File: src/sv/ibrd_pkg.sv
package ibrd_pkg;

  // sizes of the local stores
  localparam int unsigned LINE_WORDS = 720;
  localparam int unsigned GPU_BYTES  = 4096;
  localparam int unsigned DSP_BYTES  = 8192;

  localparam int unsigned GPU_WORDS = GPU_BYTES / 4;
  localparam int unsigned DSP_WORDS = DSP_BYTES / 4;
  localparam int unsigned LINE_AW   = (LINE_WORDS > 1) ? $clog2(LINE_WORDS) : 1;
  localparam int unsigned GPU_AW    = $clog2(GPU_WORDS);
  localparam int unsigned DSP_AW    = $clog2(DSP_WORDS);
  localparam int unsigned CLUT_AW   = 8;

  // line index taken from the address is always ten bits wide
  localparam logic [10:0] LINE_LIMIT = 11'(LINE_WORDS);

  // address map
  localparam logic [23:0] SPACE_START  = 24'h100000;
  localparam logic [23:0] SPACE_END    = 24'h120000;
  localparam logic [23:0] REG_END      = 24'h100400;
  localparam logic [23:0] CLUT_END     = 24'h100800;
  localparam logic [23:0] LINE_B_START = 24'h101000;
  localparam logic [23:0] LINE_W_START = 24'h101800;
  localparam logic [23:0] LINE_END     = 24'h102100;
  localparam logic [23:0] GPU_START    = 24'h103000;
  localparam logic [23:0] GPU_END      = 24'h110000;
  localparam logic [23:0] DSP_START    = 24'h11B000;
  localparam logic [23:0] DSP_END      = 24'h11D000;

  // register block offsets
  localparam logic [9:0] OFS_MEMCON1  = 10'h000;
  localparam logic [9:0] OFS_MEMCON2  = 10'h002;
  localparam logic [9:0] OFS_INT_CTRL = 10'h0E0;
  localparam logic [9:0] OFS_INT_AUX  = 10'h0E2;

  localparam logic [15:0] UNHANDLED_DATA = 16'hFFFF;

  typedef enum logic [1:0] {
    CMD_READ  = 2'd0,
    CMD_WRITE = 2'd1,
    CMD_RAISE = 2'd2
  } cmd_e;

  typedef enum logic [2:0] {
    RGN_NONE,
    RGN_REG,
    RGN_CLUT,
    RGN_LINE_A,
    RGN_LINE_B,
    RGN_LINE_W,
    RGN_GPU,
    RGN_DSP
  } region_e;

  // decoded access
  typedef struct packed {
    logic                 rd;
    logic                 wr;
    logic                 raise;
    region_e              rgn;
    logic                 reg_mc1;
    logic                 reg_int;
    logic                 handled;
    logic [15:0]          wdata;
    logic [CLUT_AW-1:0]   clut_idx;
    logic [LINE_AW-1:0]   line_idx;
    logic [GPU_AW-1:0]    gpu_idx;
    logic [DSP_AW-1:0]    dsp_idx;
    logic                 half_lo;
    logic                 lane_odd;
    logic                 byte_acc;
  } dec_t;

  // status after an access
  typedef struct packed {
    logic       irq;
    logic       rom_high;
    logic [3:0] wait_cycles;
  } stat_t;

  // cartridge wait cycles by memory control bits 4:3
  function automatic logic [3:0] wait_cycles_f(input logic [1:0] sel);
    logic [3:0] w;
    case (sel)
      2'd0:    w = 4'd10;
      2'd1:    w = 4'd8;
      2'd2:    w = 4'd6;
      default: w = 4'd5;
    endcase
    return w;
  endfunction

endpackage

File: src/sv/ibrd_decode.sv
module ibrd_decode
  import ibrd_pkg::*;
(
  input  logic [1:0]  command_i,
  input  logic [23:0] address_i,
  input  logic [15:0] write_data_i,
  input  logic        byte_access_i,
  output dec_t        dec_o
);

  logic [9:0]  ofs;
  logic [9:0]  line_full;
  logic        line_ok;
  logic        mc2_hit;
  logic        aux_hit;
  region_e     rgn;

  assign ofs       = {address_i[9:1], 1'b0};
  assign line_full = address_i[10:1];
  assign line_ok   = {1'b0, line_full} < LINE_LIMIT;
  assign mc2_hit   = (rgn == RGN_REG) && (ofs == OFS_MEMCON2);
  assign aux_hit   = (rgn == RGN_REG) && (ofs == OFS_INT_AUX);

  // region select
  always_comb begin
    rgn = RGN_NONE;
    if (address_i >= SPACE_START && address_i < SPACE_END) begin
      if (address_i < REG_END) begin
        rgn = RGN_REG;
      end else if (address_i < CLUT_END) begin
        rgn = RGN_CLUT;
      end else if (address_i < LINE_END) begin
        if (line_ok) begin
          if (address_i < LINE_B_START) begin
            rgn = RGN_LINE_A;
          end else if (address_i < LINE_W_START) begin
            rgn = RGN_LINE_B;
          end else begin
            rgn = RGN_LINE_W;
          end
        end
      end else if (address_i >= GPU_START && address_i < GPU_END) begin
        rgn = RGN_GPU;
      end else if (address_i >= DSP_START && address_i < DSP_END) begin
        rgn = RGN_DSP;
      end
    end
  end

  // command, data lanes and indexes
  always_comb begin
    dec_o          = '0;
    dec_o.rd       = (command_i == CMD_READ);
    dec_o.wr       = (command_i == CMD_WRITE);
    dec_o.raise    = (command_i == CMD_RAISE);
    dec_o.rgn      = rgn;
    dec_o.reg_mc1  = (rgn == RGN_REG) && (ofs == OFS_MEMCON1);
    dec_o.reg_int  = (rgn == RGN_REG) && (ofs == OFS_INT_CTRL);
    dec_o.wdata    = byte_access_i ? {write_data_i[7:0], write_data_i[7:0]} : write_data_i;
    dec_o.clut_idx = address_i[CLUT_AW:1];
    dec_o.line_idx = address_i[LINE_AW:1];
    dec_o.gpu_idx  = address_i[GPU_AW+1:2];
    dec_o.dsp_idx  = address_i[DSP_AW+1:2];
    dec_o.half_lo  = address_i[1];
    dec_o.lane_odd = address_i[0];
    dec_o.byte_acc = byte_access_i;

    // register block answers reads only at the interrupt control word
    if (dec_o.raise) begin
      dec_o.handled = 1'b1;
    end else if (dec_o.rd || dec_o.wr) begin
      if (rgn == RGN_REG) begin
        dec_o.handled = dec_o.reg_int ||
                        (dec_o.wr && (dec_o.reg_mc1 || mc2_hit || aux_hit));
      end else begin
        dec_o.handled = (rgn != RGN_NONE);
      end
    end
  end

endmodule

File: config.mk
export PLATFORM = sky130hd
export DESIGN_NAME = ibrd_decode
export DESIGN_NICKNAME = d
export VERILOG_FILES = /design/src/sv/ibrd_pkg.sv /design/src/sv/ibrd_decode.sv
export SDC_FILE = /design/constraint.sdc
export NUM_CORES = 1
export LEC_CHECK = 0
export CAP_MARGIN = 25
export CORE_MARGIN = 2
export CORE_UTILIZATION = 49
export DETAILED_ROUTE_END_ITERATION = 8
export DONT_BUFFER_PORTS = 1
export PLACE_DENSITY = 0.67
export SLEW_MARGIN = 20
export SYNTH_ARGS = -nofsm -noshare
export SYNTH_HDL_FRONTEND = slang
export SYNTH_SLANG_ARGS = --single-unit
export TNS_END_PERCENT = 5
File: constraint.sdc
create_clock -name vclk -period 3.65
set_input_delay 0.1825 -clock vclk [all_inputs]
set_output_delay 0.1825 -clock vclk [all_outputs]
set_load 0.02 [all_outputs]
==> qor.yml <==
area_growth_syn_to_layout_pct: -41.16
max_freq_ghz: 0.4303
timing_worst_slew_pin_value_ns: 0.6738
layout.nets: 118
cts_resized: 0
synth_fp_nets: 168
hold_end: "dec_o[1]"
gr-usage-all-layers_pct: 12.54
grt_overflow: 0
cts_hold_buf: 0
die_h_um: 45.98
holdWs_ns: 0.3650
startpoint: "address_i[19]"
maxCapViolCount: 0
final-hold-violation-count: 0
drc: 0
outcome: "complete, no violations"
synth_area_um2: 863.3
drive_above_1_share_pct: 21.92
syn_inst: 125
gp_congestion: 0.7521
wl_mm: 1.627
worstHoldPathCells: 0
cp-start-kind: "input port"
grt_pass1_vias: 500
io_buffers: 0
worst-path-max-fanout: 6
hp-class: "input port to output pin"
post_cts_buffers: 0
antennaDiodeCount: 0
slew_violations: 0
ant_nets: 0
grt_max_degree: 10
drtIter0Drc: 27
num-fill-cells: 192
avgSynthCellArea_um2: 6.907
fin_crit_ns: 2.324
min_period_over_period_pct: 63.68
ys_warn_count: 0
grt_pass1_wl_mm: 2.056
leakagePower_nw: 0.1259
dp_hpwl_mm: 1.363
setup_viol: 0
final_cell_mix: "or3_1 (8), mux2_2 (8), a21oi_1 (6), nor2_1 (6), nand2_1 (4)"
antenna_found_initial: 0
synth_cell_types: 32
rsz0062_at_grt: "no"
vdd_drop_max_mv: 0.04817
vias_per_cell: 6.678
core_mm2: 0.001689
timing.setup.tns_ns: 0
path_class: "input port to output pin"
vias: 601
seq_area_frac_synth_pct: 0
initial_core_util_pct: 51.11
regArea_um2: 0
num_rows: 15
die_x_um: 45.98
cp_data_arrival_time_ns: 2.14
num_io_pins: 110
worstHoldStart: "address_i[0]"
n_clock_buffer: 0
seq_cells: 0
slew_headroom_pct: 54.61
endpoint_kind: "output pin"
powerDensity_mw_per_mm2: 82.97
required_ns: 3.47
wl_per_cell_um: 18.08
die-area_mm2: 0.002114
first_pass_iters: 4
stage by stage:
step | instance area, um^2 | setup WS, ns | std cells | utilization [%] | power, mW
after floorplan | 863.3 | 1.198 | 125 | - | 0.1208
after global placement | 508.0 | 1.391 | 90 | 30.07 | 0.04157
after detailed placement | 508.0 | 1.367 | 90 | 30.07 | 0.04197
after CTS | 508.0 | 1.341 | 90 | 30.07 | 0.04218
after global routing | 508.0 | 1.168 | 90 | 30.07 | 0.04513
final | 508.0 | 1.326 | 90 | 30.07 | 0.04215
synth_stat cells:
cell type  number  area [um^2]
buf_4          50        375.4
mux2_2          8        90.09
or3_1           8        50.05
a21oi_1         6        30.03
nor2_1          6        22.52
nand2_1         4        15.01
clkbuf_1        3        11.26
nand2b_1        3        18.77
nor3_1          3        15.01
nor4_1          3        18.77
o21ai_0         3        15.01
or2_2           3        18.77
a211o_1         2        17.52
a211oi_1        2        15.01
a31oi_1         2        12.51
nand3_1         2        10.01
or4_1           2        15.01
a21o_1          1        7.510
buf_2           1        5.000
inv_1           1        3.750
nand2b_2        1        8.760
nand3b_1        1        7.510
nor2b_1         1        6.260
o211ai_1        1        7.510
o21bai_1        1        7.510
o22ai_1         1        6.260
o311a_1         1        10.01
o31a_1          1        8.760
o41ai_1         1        8.760
or2_0           1        6.260
or3b_2          1        8.760
or4b_2          1        10.01
layer usage:
metal	GRT usage [%]	routed length, um	vias to the layer above
li1	-	-	287
met1	18.37	643	258
met2	21.11	773	56
met3	0.7937	209	0
met4	0	0	0
met5	0	0	-
critical path: stages:
cell	delay (ns)
or4_1	0.62
a21o_1	0.23
o22ai_1	0.19
a31oi_1	0.15
or3_1	0.36
nor4_1	0.21
buf_4	0.20
layout make-up:
| cell class | instances | area (um^2) | share of cell area [%] |
|---|---|---|---|
| multi-input cells | 70 | 467.9 | 92.12 |
| well taps | 17 | 21.27 | 4.187 |
| repair buffers | 2 | 15.01 | 2.956 |
| inverters | 1 | 3.754 | 0.7389 |
kinds of logic (layout without fill, tap and decap cells):
family / Yosys count / after routing / synth area share, %
buf+inv: 55 / 3 / 45.80
mux: 8 / 8 / 10.44
compound gates: 22 / 22 / 16.96
simple gates: 40 / 40 / 26.81
report_power, final:
part / leakage (nW) / internal, mW / total, mW / switching, mW
logic: 0.126 / 0.0166 / 0.0421 / 0.0255
registers: 0 / 0 / 0 / 0
clock network: 0 / 0 / 0 / 0
total: 0.126 / 0.0166 / 0.0421 / 0.0255
how the worst max path moves through the flow:
stage / end / slack (ns) / cells after the start
after floorplan: dec_o[59] / 1.20 / 7
after global placement: dec_o[58] / 1.39 / 6
after detailed placement: dec_o[60] / 1.37 / 7
after CTS: dec_o[60] / 1.34 / 7
after global routing: dec_o[60] / 1.17 / 7
final: dec_o[60] / 1.33 / 7
No activity file was read; power rests on OpenSTA's default activity.
