### config.mk
export PLATFORM = sky130hd
export DESIGN_NAME = ibrd_ctrl_regs
export DESIGN_NICKNAME = d
export VERILOG_FILES = /design/src/sv/ibrd_pkg.sv /design/src/sv/ibrd_ctrl_regs.sv
export SDC_FILE = /design/constraint.sdc
export NUM_CORES = 1
export LEC_CHECK = 0
export BUFFER_PORTS_ARGS = -buffer_cell sky130_fd_sc_hd__buf_2
export CAP_MARGIN = 20
export CORE_MARGIN = 5
export CORE_UTILIZATION = 30
export DETAILED_ROUTE_END_ITERATION = 10
export PLACE_DENSITY = 0.79
export REMOVE_ABC_BUFFERS = 1
export SLEW_MARGIN = 20
export SYNTH_ARGS = -nofsm -noshare
export SYNTH_HDL_FRONTEND = slang
export SYNTH_SLANG_ARGS = --single-unit
### constraint.sdc
create_clock -name clk_i -period 4.65 [get_ports clk_i]
set_input_delay 0.93 -clock clk_i [delete_from_list [all_inputs] [get_ports clk_i]]
set_output_delay 0.93 -clock clk_i [all_outputs]
set_load 0.02 [all_outputs]
### src/sv/ibrd_pkg.sv
package ibrd_pkg;

  // sizes of the local stores
  localparam int unsigned LINE_WORDS = 720;
  localparam int unsigned GPU_BYTES  = 4096;
  localparam int unsigned DSP_BYTES  = 8192;

  localparam int unsigned GPU_WORDS = GPU_BYTES / 4;
  localparam int unsigned DSP_WORDS = DSP_BYTES / 4;
  localparam int unsigned LINE_AW   = (LINE_WORDS > 1) ? $clog2(LINE_WORDS) : 1;
  localparam int unsigned GPU_AW    = $clog2(GPU_WORDS);
  localparam int unsigned DSP_AW    = $clog2(DSP_WORDS);
  localparam int unsigned CLUT_AW   = 8;

  // line index taken from the address is always ten bits wide
  localparam logic [10:0] LINE_LIMIT = 11'(LINE_WORDS);

  // address map
  localparam logic [23:0] SPACE_START  = 24'h100000;
  localparam logic [23:0] SPACE_END    = 24'h120000;
  localparam logic [23:0] REG_END      = 24'h100400;
  localparam logic [23:0] CLUT_END     = 24'h100800;
  localparam logic [23:0] LINE_B_START = 24'h101000;
  localparam logic [23:0] LINE_W_START = 24'h101800;
  localparam logic [23:0] LINE_END     = 24'h102100;
  localparam logic [23:0] GPU_START    = 24'h103000;
  localparam logic [23:0] GPU_END      = 24'h110000;
  localparam logic [23:0] DSP_START    = 24'h11B000;
  localparam logic [23:0] DSP_END      = 24'h11D000;

  // register block offsets
  localparam logic [9:0] OFS_MEMCON1  = 10'h000;
  localparam logic [9:0] OFS_MEMCON2  = 10'h002;
  localparam logic [9:0] OFS_INT_CTRL = 10'h0E0;
  localparam logic [9:0] OFS_INT_AUX  = 10'h0E2;

  localparam logic [15:0] UNHANDLED_DATA = 16'hFFFF;

  typedef enum logic [1:0] {
    CMD_READ  = 2'd0,
    CMD_WRITE = 2'd1,
    CMD_RAISE = 2'd2
  } cmd_e;

  typedef enum logic [2:0] {
    RGN_NONE,
    RGN_REG,
    RGN_CLUT,
    RGN_LINE_A,
    RGN_LINE_B,
    RGN_LINE_W,
    RGN_GPU,
    RGN_DSP
  } region_e;

  // decoded access
  typedef struct packed {
    logic                 rd;
    logic                 wr;
    logic                 raise;
    region_e              rgn;
    logic                 reg_mc1;
    logic                 reg_int;
    logic                 handled;
    logic [15:0]          wdata;
    logic [CLUT_AW-1:0]   clut_idx;
    logic [LINE_AW-1:0]   line_idx;
    logic [GPU_AW-1:0]    gpu_idx;
    logic [DSP_AW-1:0]    dsp_idx;
    logic                 half_lo;
    logic                 lane_odd;
    logic                 byte_acc;
  } dec_t;

  // status after an access
  typedef struct packed {
    logic       irq;
    logic       rom_high;
    logic [3:0] wait_cycles;
  } stat_t;

  // cartridge wait cycles by memory control bits 4:3
  function automatic logic [3:0] wait_cycles_f(input logic [1:0] sel);
    logic [3:0] w;
    case (sel)
      2'd0:    w = 4'd10;
      2'd1:    w = 4'd8;
      2'd2:    w = 4'd6;
      default: w = 4'd5;
    endcase
    return w;
  endfunction

endpackage

### src/sv/ibrd_ctrl_regs.sv
module ibrd_ctrl_regs
  import ibrd_pkg::*;
(
  input  logic       clk_i,
  input  logic       rst_ni,
  input  logic       accept_i,
  input  dec_t       dec_i,
  input  logic [4:0] raise_mask_i,
  output logic [4:0] pending_o,
  output stat_t      stat_o
);

  logic [4:0] int_en_q, int_en_d;
  logic [4:0] int_pend_q, int_pend_d;
  logic       rom_high_q, rom_high_d;
  logic       seen_q, seen_d;
  logic [3:0] wait_q, wait_d;

  // memory control two has no visible effect, its writes are acknowledged only
  always_comb begin
    int_en_d   = int_en_q;
    int_pend_d = int_pend_q;
    rom_high_d = rom_high_q;
    seen_d     = seen_q;
    wait_d     = wait_q;
    if (accept_i) begin
      if (dec_i.wr && dec_i.reg_mc1) begin
        // wait cycles reload on first write or when the rom bit flips
        if ((dec_i.wdata[0] ^ rom_high_q) || !seen_q) begin
          seen_d = 1'b1;
          wait_d = wait_cycles_f(dec_i.wdata[4:3]);
        end
        rom_high_d = dec_i.wdata[0];
      end
      if (dec_i.wr && dec_i.reg_int) begin
        int_en_d   = dec_i.wdata[4:0];
        int_pend_d = int_pend_q & ~dec_i.wdata[12:8];
      end
      if (dec_i.raise) begin
        int_pend_d = int_pend_q | raise_mask_i;
      end
    end
  end

  always_ff @(posedge clk_i or negedge rst_ni) begin
    if (!rst_ni) begin
      int_en_q   <= '0;
      int_pend_q <= '0;
      rom_high_q <= 1'b0;
      seen_q     <= 1'b0;
      wait_q     <= '0;
    end else begin
      int_en_q   <= int_en_d;
      int_pend_q <= int_pend_d;
      rom_high_q <= rom_high_d;
      seen_q     <= seen_d;
      wait_q     <= wait_d;
    end
  end

  // status as it stands after this access
  assign pending_o          = int_pend_q;
  assign stat_o.irq         = |(int_en_d & int_pend_d);
  assign stat_o.rom_high    = rom_high_d;
  assign stat_o.wait_cycles = wait_d;

endmodule

==> metrics.txt, run 1 <==
status=complete, no violations; type of the tightest min-delay check=flip-flop to flip-flop; synthesis-to-layout area growth=23.9%; Crit. End Element=primary output; DR pass1 iterations=4; Fillers=257; io pins=between 80 and 90; R2R cell count=3; Core Area=roughly 2500 sq um; worst flop-to-flop path endpoint=wait_q[2]; RSZ-0062 raised after global routing=false; fmax=308 MHz; Die Y=~60 microns; Non-Filler Instances=about 140; R2R Setup Slk=3150 ps; element type at the critical path start=input pin; final instance area=946 sq um; Worst path slowest cell=or3_1; Gate Count Post-Synth=76; Critical Path Start=accept_i; most frequent cell after synthesis=dfrtp_1; CTS H-tree depth=1; min Tclk post-route=between 3000 and 4000 ps; die area=around 3700 sq um; Post-synth top cells=16 x dfrtp_1, 15 x nand2_1, 6 x a21oi_1; vias after detailed routing=around 660; post-placement cell count=~130; CTS Buf Count=3; crit path cell chain=buf_2, and3_4, nand3_1, a21oi_1, or3_1, a221o_1, buf_2; # diodes=0; max_slew headroom=0.653; first-pass GRT wire length=3.20 mm; Post-DRT Antenna Nets=0; static leakage=0.454 nW; count of cell types in the netlist=24; Req. time, crit path=3720 ps; initial antenna violation count=0; drt total wl=1.93 mm; drt drc=0; EDFF count, synth=0; deepest clock path buffer count=2; largest net degree at the start of global routing=17; Tot GR Track Use=0.116; ys async rst share=1.00; Nets=about 180; PortBufs=32; top-area cell type share of the netlist area=0.525; Final Hold Viols=0; synth top area cells=dfrtp_1 52%, nand2_1 7.4%, a31oi_1 4.1%; root buffer cell=clkbuf_4; CP peak stage delay=390 ps; Setup CP Type=input pin to primary output; share of layout cells above drive strength 1=0.393; setup total negative slack=0 ps; startpoint of the worst register-to-register path=rom_high_q; Setup Fix Bufs, Post-CTS=0; Top FF cell, synth=dfrtp_1; Setup violations, final=0; vias per cell=between 4 and 5; total gr overflow=0; clk_lat worst skew=270 ps; cts repair resizes=0; Synth Area per Inst=10.0 sq um; Seq cells post-synth=16; Die X=60.4 microns; Max VDD drop=0.000257 V; Synth Cell Area=763 sq um; RePlAce Congestion=0.734; Final Cycle Share=0.699; Data arrival, critical path=2320 ps; register area share after synthesis=0.525; DP HPWL=1.52 mm; Starting Density=0.311; pwr dens=391 nW/um^2; CTS tree=done; Final Max Tran Viols=0; Syn. warnings=0; Worst-Margin Slew=about 520 ps; FP Rows=18; Iter 0 DRT Violations=11; most used cell, CP=buf_2; Critical path destination=stat_o[5]; Max FO, Critical Path=13; vias in the first global route=719; Post-CTS Hold Fix Bufs=0; skew final=between 0.2 and 0.25 ps; clock tree sinks=16; Max-Cap Viols=0; Post-Place Cell Area=a little over 900 sq um; WL per Instance=14.1 microns; Synth area leader=dfrtp_1; Worst-path clk slew=approximately 80 ps
layout by cell type (no fill, tap or decap), types with 2 or more instances in the layout:
cell,instances
buf_2,32
dfrtp_1,16
nand2_1,15
a21oi_1,6
a31oi_1,5
inv_1,4
nand3_1,4
nand2b_1,3
clkbuf_4,3
mux2i_1,2
o21ai_0,2
mux2_2,2
nor2b_1,2
through the flow:
step	hold slack [ps]	power [mW]	util	setup slack, ps
6_report	472	0.370	0.385	1400
5_1_grt	507	0.391	0.385	1320
4_1_cts	479	0.374	0.385	1400
3_5_place_dp	458	0.303	0.376	1420
3_3_place_gp	440	0.296	0.376	1450
2_1_floorplan	427	0.251	-	1750
metal layers:
metal / track usage / vias to the layer above / part of all wire
li1: - / 322 / -
met1: 0.145 / 315 / 0.44
met2: 0.199 / 22 / 0.48
met3: 0.0213 / 2 / 0.067
met4: 0.0464 / 0 / 0.014
met5: 0 / - / 0
logic make-up (layout without fill, tap and decap cells):
family	after synthesis	in the layout	share of synthesized area
simple gates	30	30	0.200
compound gates	17	17	0.139
flops	16	16	0.525
buf+inv	8	39	0.0688
mux	4	4	0.0557
xor+xnor	1	1	0.0115
final cells by class:
type	instances	area (sq um)	area share
sequential	16	400	0.423
tap	30	37.5	0.0397
multi-input combinational	52	310	0.328
inverter	4	15.0	0.0159
timing repair buffer	32	160	0.169
clock buffer	3	22.5	0.0238
worst min-delay path by stage:
| stage | startpoint | end | slack, ps | depth (start not counted) |
|---|---|---|---|---|
| floorplan | int_en_q[3] | int_en_q[3] | 430 | 2 |
| global placement | int_en_q[3] | int_en_q[3] | 440 | 2 |
| detailed placement | int_en_q[4] | int_en_q[4] | 460 | 2 |
| CTS | int_en_q[4] | int_en_q[4] | 480 | 2 |
| global route | seen_q | seen_q | 510 | 1 |
| finish | int_en_q[4] | int_en_q[4] | 470 | 2 |
critical path: cells and delay by family:
kind,cells,cell delay (ps)
AOI/OAI and AO/OA,2,350
buffers and inverters,2,320
and+or+nand+nor,3,710
state kept, by name, indices dropped and copies added (netlist names):
name,flops
rom_high_q,1
pending_o,5
seen_q,1
wait_q,4
int_en_q,5
power breakdown:
| part | internal (mW) | leakage [nW] | switching (mW) |
|---|---|---|---|
| Combinational | 0.0456 | 0.256 | 0.0764 |
| Clock | 0.0300 | 0.0138 | 0.0409 |
| Sequential | 0.166 | 0.184 | 0.0107 |
| Total | 0.242 | 0.454 | 0.128 |
Power figures use the tool's default switching activity.
==> run 2, diff against run 1 <==
--- a/config.mk
+++ b/config.mk
@@ -5,12 +5,13 @@
 export SDC_FILE = /design/constraint.sdc
 export NUM_CORES = 1
 export LEC_CHECK = 0
+export ABC_AREA = 1
 export BUFFER_PORTS_ARGS = -buffer_cell sky130_fd_sc_hd__buf_2
 export CAP_MARGIN = 20
 export CORE_MARGIN = 5
 export CORE_UTILIZATION = 30
 export DETAILED_ROUTE_END_ITERATION = 10
-export PLACE_DENSITY = 0.79
+export PLACE_DENSITY = 0.8
 export REMOVE_ABC_BUFFERS = 1
 export SLEW_MARGIN = 20
 export SYNTH_ARGS = -nofsm -noshare
==> constraint.sdc (replaced) <==
create_clock -name clk_i -period 2.91 [get_ports clk_i]
set_input_delay 0.582 -clock clk_i [delete_from_list [all_inputs] [get_ports clk_i]]
set_output_delay 0.582 -clock clk_i [all_outputs]
set_load 0.02 [all_outputs]
==> run 2 against run 1 <==
Compared with the run above: largest power group unchanged; clock skew rose by 2.1 ps; via count rose by 9.4%; largest cell class unchanged; sequential share of layout area fell by 3.6 points; highest routed layer unchanged; combinational power rose by 36%; die area rose by 4.8%; synthesized cell count rose by 41%; clock-buffer cell count rose by 1; register-to-register slack got worse by 1300 ps; non-clock buffer count did not move; cell count rose by 26%; worst setup slack got worse by 620 ps.
==> metrics.txt, run 2 <==
Final Max Tran Viols=0; CTS Buf Count=3; register area share after synthesis=0.496; ys async rst share=1.00; synthesis-to-layout area growth=28.1%; max_slew headroom=0.765; drt total wl=1.71 mm; # diodes=0; FP Rows=18; Core Area=2520 sq um; Die X=61.9 microns; EDFF count, synth=0; Seq cells post-synth=16; WL per Instance=9.94 microns; startpoint of the worst register-to-register path=rom_high_q; hold slack=185 ps; Final Hold Viols=0; Iter 0 DRT Violations=38; Syn. warnings=0; count of cell types in the netlist=16; clock tree sinks=16; Post-CTS Hold Fix Bufs=0; Tot GR Track Use=0.108; die area=3830 sq um; vias per cell=4.20; Gate Count Post-Synth=approximately 110; PortBufs=32; Data arrival, critical path=1550 ps; Power Total=about 0.58 mW; DP HPWL=1.43 mm; Worst-path clk slew=90 ps; post-placement cell count=roughly 170; RSZ-0062 raised after global routing=false; Die Y=between 60 and 70 microns; total gr overflow=0; Synth Area per Inst=7.54 sq um; CTS tree=done; top-area cell type share of the netlist area=0.496; Setup Fix Bufs, Post-CTS=0; synth top area cells=dfrtp_1 50%, nand2_1 14%, inv_1 11%; min Tclk post-route=about 2100 ps; Non-Filler Instances=172; element type at the critical path start=input pin; status=complete, no violations; most frequent cell after synthesis=nand2_1; Req. time, crit path=about 2300 ps; deepest clock path buffer count=2; R2R cell count=8; pwr dens=561 nW/um^2; Synth area leader=dfrtp_1; initial antenna violation count=0; setup total negative slack=0 ps; worst flop-to-flop path endpoint=wait_q[1]; Starting Density=0.320; fmax=469 MHz; vias in the first global route=slightly above 700; RePlAce Congestion=0.761; type of the tightest min-delay check=input pin to async pin; share of layout cells above drive strength 1=0.317; Synth Cell Area=807 sq um; commonest non-fill, non-tap cell in the layout=buf_2; static leakage=0.601 nW; Setup CP Type=input pin to primary output; Top FF cell, synth=dfrtp_1; Post-synth top cells=30 x nand2_1, 24 x inv_1, 16 x dfrtp_1; CTS H-tree depth=1; most frequent cells in the layout=32 x buf_2, 30 x nand2_1, 24 x inv_1, 16 x dfrtp_1, 11 x nand3_1; Post-DRT Antenna Nets=0; io pins=86; first-pass GRT wire length=3.00 mm; drt drc=0; clk_lat worst skew=290 ps; root buffer cell=clkbuf_4; Nets=between 200 and 250; Max FO, Critical Path=7; Final Cycle Share=0.733; Worst-Margin Slew=353 ps; cts repair resizes=0; DR pass1 iterations=3; largest net degree at the start of global routing=17; skew final=2.37 ps; Max VDD drop=roughly 0.00024 V; R2R Setup Slk=1890 ps; Fillers=283; Setup violations, final=0; Max-Cap Viols=0; vias after detailed routing=723; Crit. End Element=primary output
run 2: cell types whose count changed after synthesis, moves of 3 or more:
cell,previous run,this run
nor2_1,1,8
o21ai_1,0,3
nand2b_1,3,0
inv_2,0,3
nand2_1,15,30
nand3_1,4,11
a31oi_1,5,0
a21oi_1,6,0
inv_1,4,24
run 2: worst max-delay path: stages:
cell	delay [ps]
buf_2	150
nand3_1	200
o21ai_1	220
nor2_1	70
nor2_1	80
nand3_1	70
buf_2	160
run 2: cell type report:
class	instances	area, sq um	area share
timing repair buffer	32	160	0.155
multi-input combinational	62	293	0.283
tap	30	37.5	0.0363
clock buffer	4	36.3	0.0351
sequential	16	400	0.387
inverter	28	106	0.103
run 2: kinds of logic after synthesis:
family,count (synthesis),share of synthesized area
and+or+nand+nor,55,0.304
AOI/OAI and AO/OA,7,0.0589
buffers and inverters,29,0.141
DFF,16,0.496
run 2: how the worst max path moves through the flow:
stage / endpoint / slack, ps / cells past startpoint / startpoint
6_report: stat_o[5] / 780 / 7 / accept_i
4_1_cts: stat_o[5] / 760 / 9 / accept_i
2_1_floorplan: stat_o[5] / 1060 / 7 / dec_i[59]
3_5_place_dp: stat_o[5] / 770 / 9 / accept_i
5_1_grt: stat_o[5] / 590 / 9 / dec_i[59]
3_3_place_gp: stat_o[5] / 760 / 9 / accept_i
run 2: power by group:
| group | switching, mW | leakage (nW) | internal (mW) |
|---|---|---|---|
| Sequential | 0.0121 | 0.175 | 0.257 |
| Combinational | 0.105 | 0.405 | 0.0606 |
| Clock | 0.0690 | 0.0210 | 0.0762 |
run 2: through the flow:
step | util | setup slack [ps] | cell area [sq um]
6_report | 0.410 | 777 | 1030
5_1_grt | 0.410 | 594 | 1030
4_1_cts | 0.410 | 763 | 1030
3_5_place_dp | 0.395 | 769 | 997
3_3_place_gp | 0.395 | 761 | 997
2_1_floorplan | - | 1060 | 800
run 2: routing by layer:
layer | vias up | GRT usage | share of wire
met5 | - | 0 | 0
met4 | 0 | 0.0364 | 0.015
met3 | 2 | 0.0310 | 0.085
met2 | 26 | 0.163 | 0.43
met1 | 310 | 0.147 | 0.47
li1 | 385 | - | -
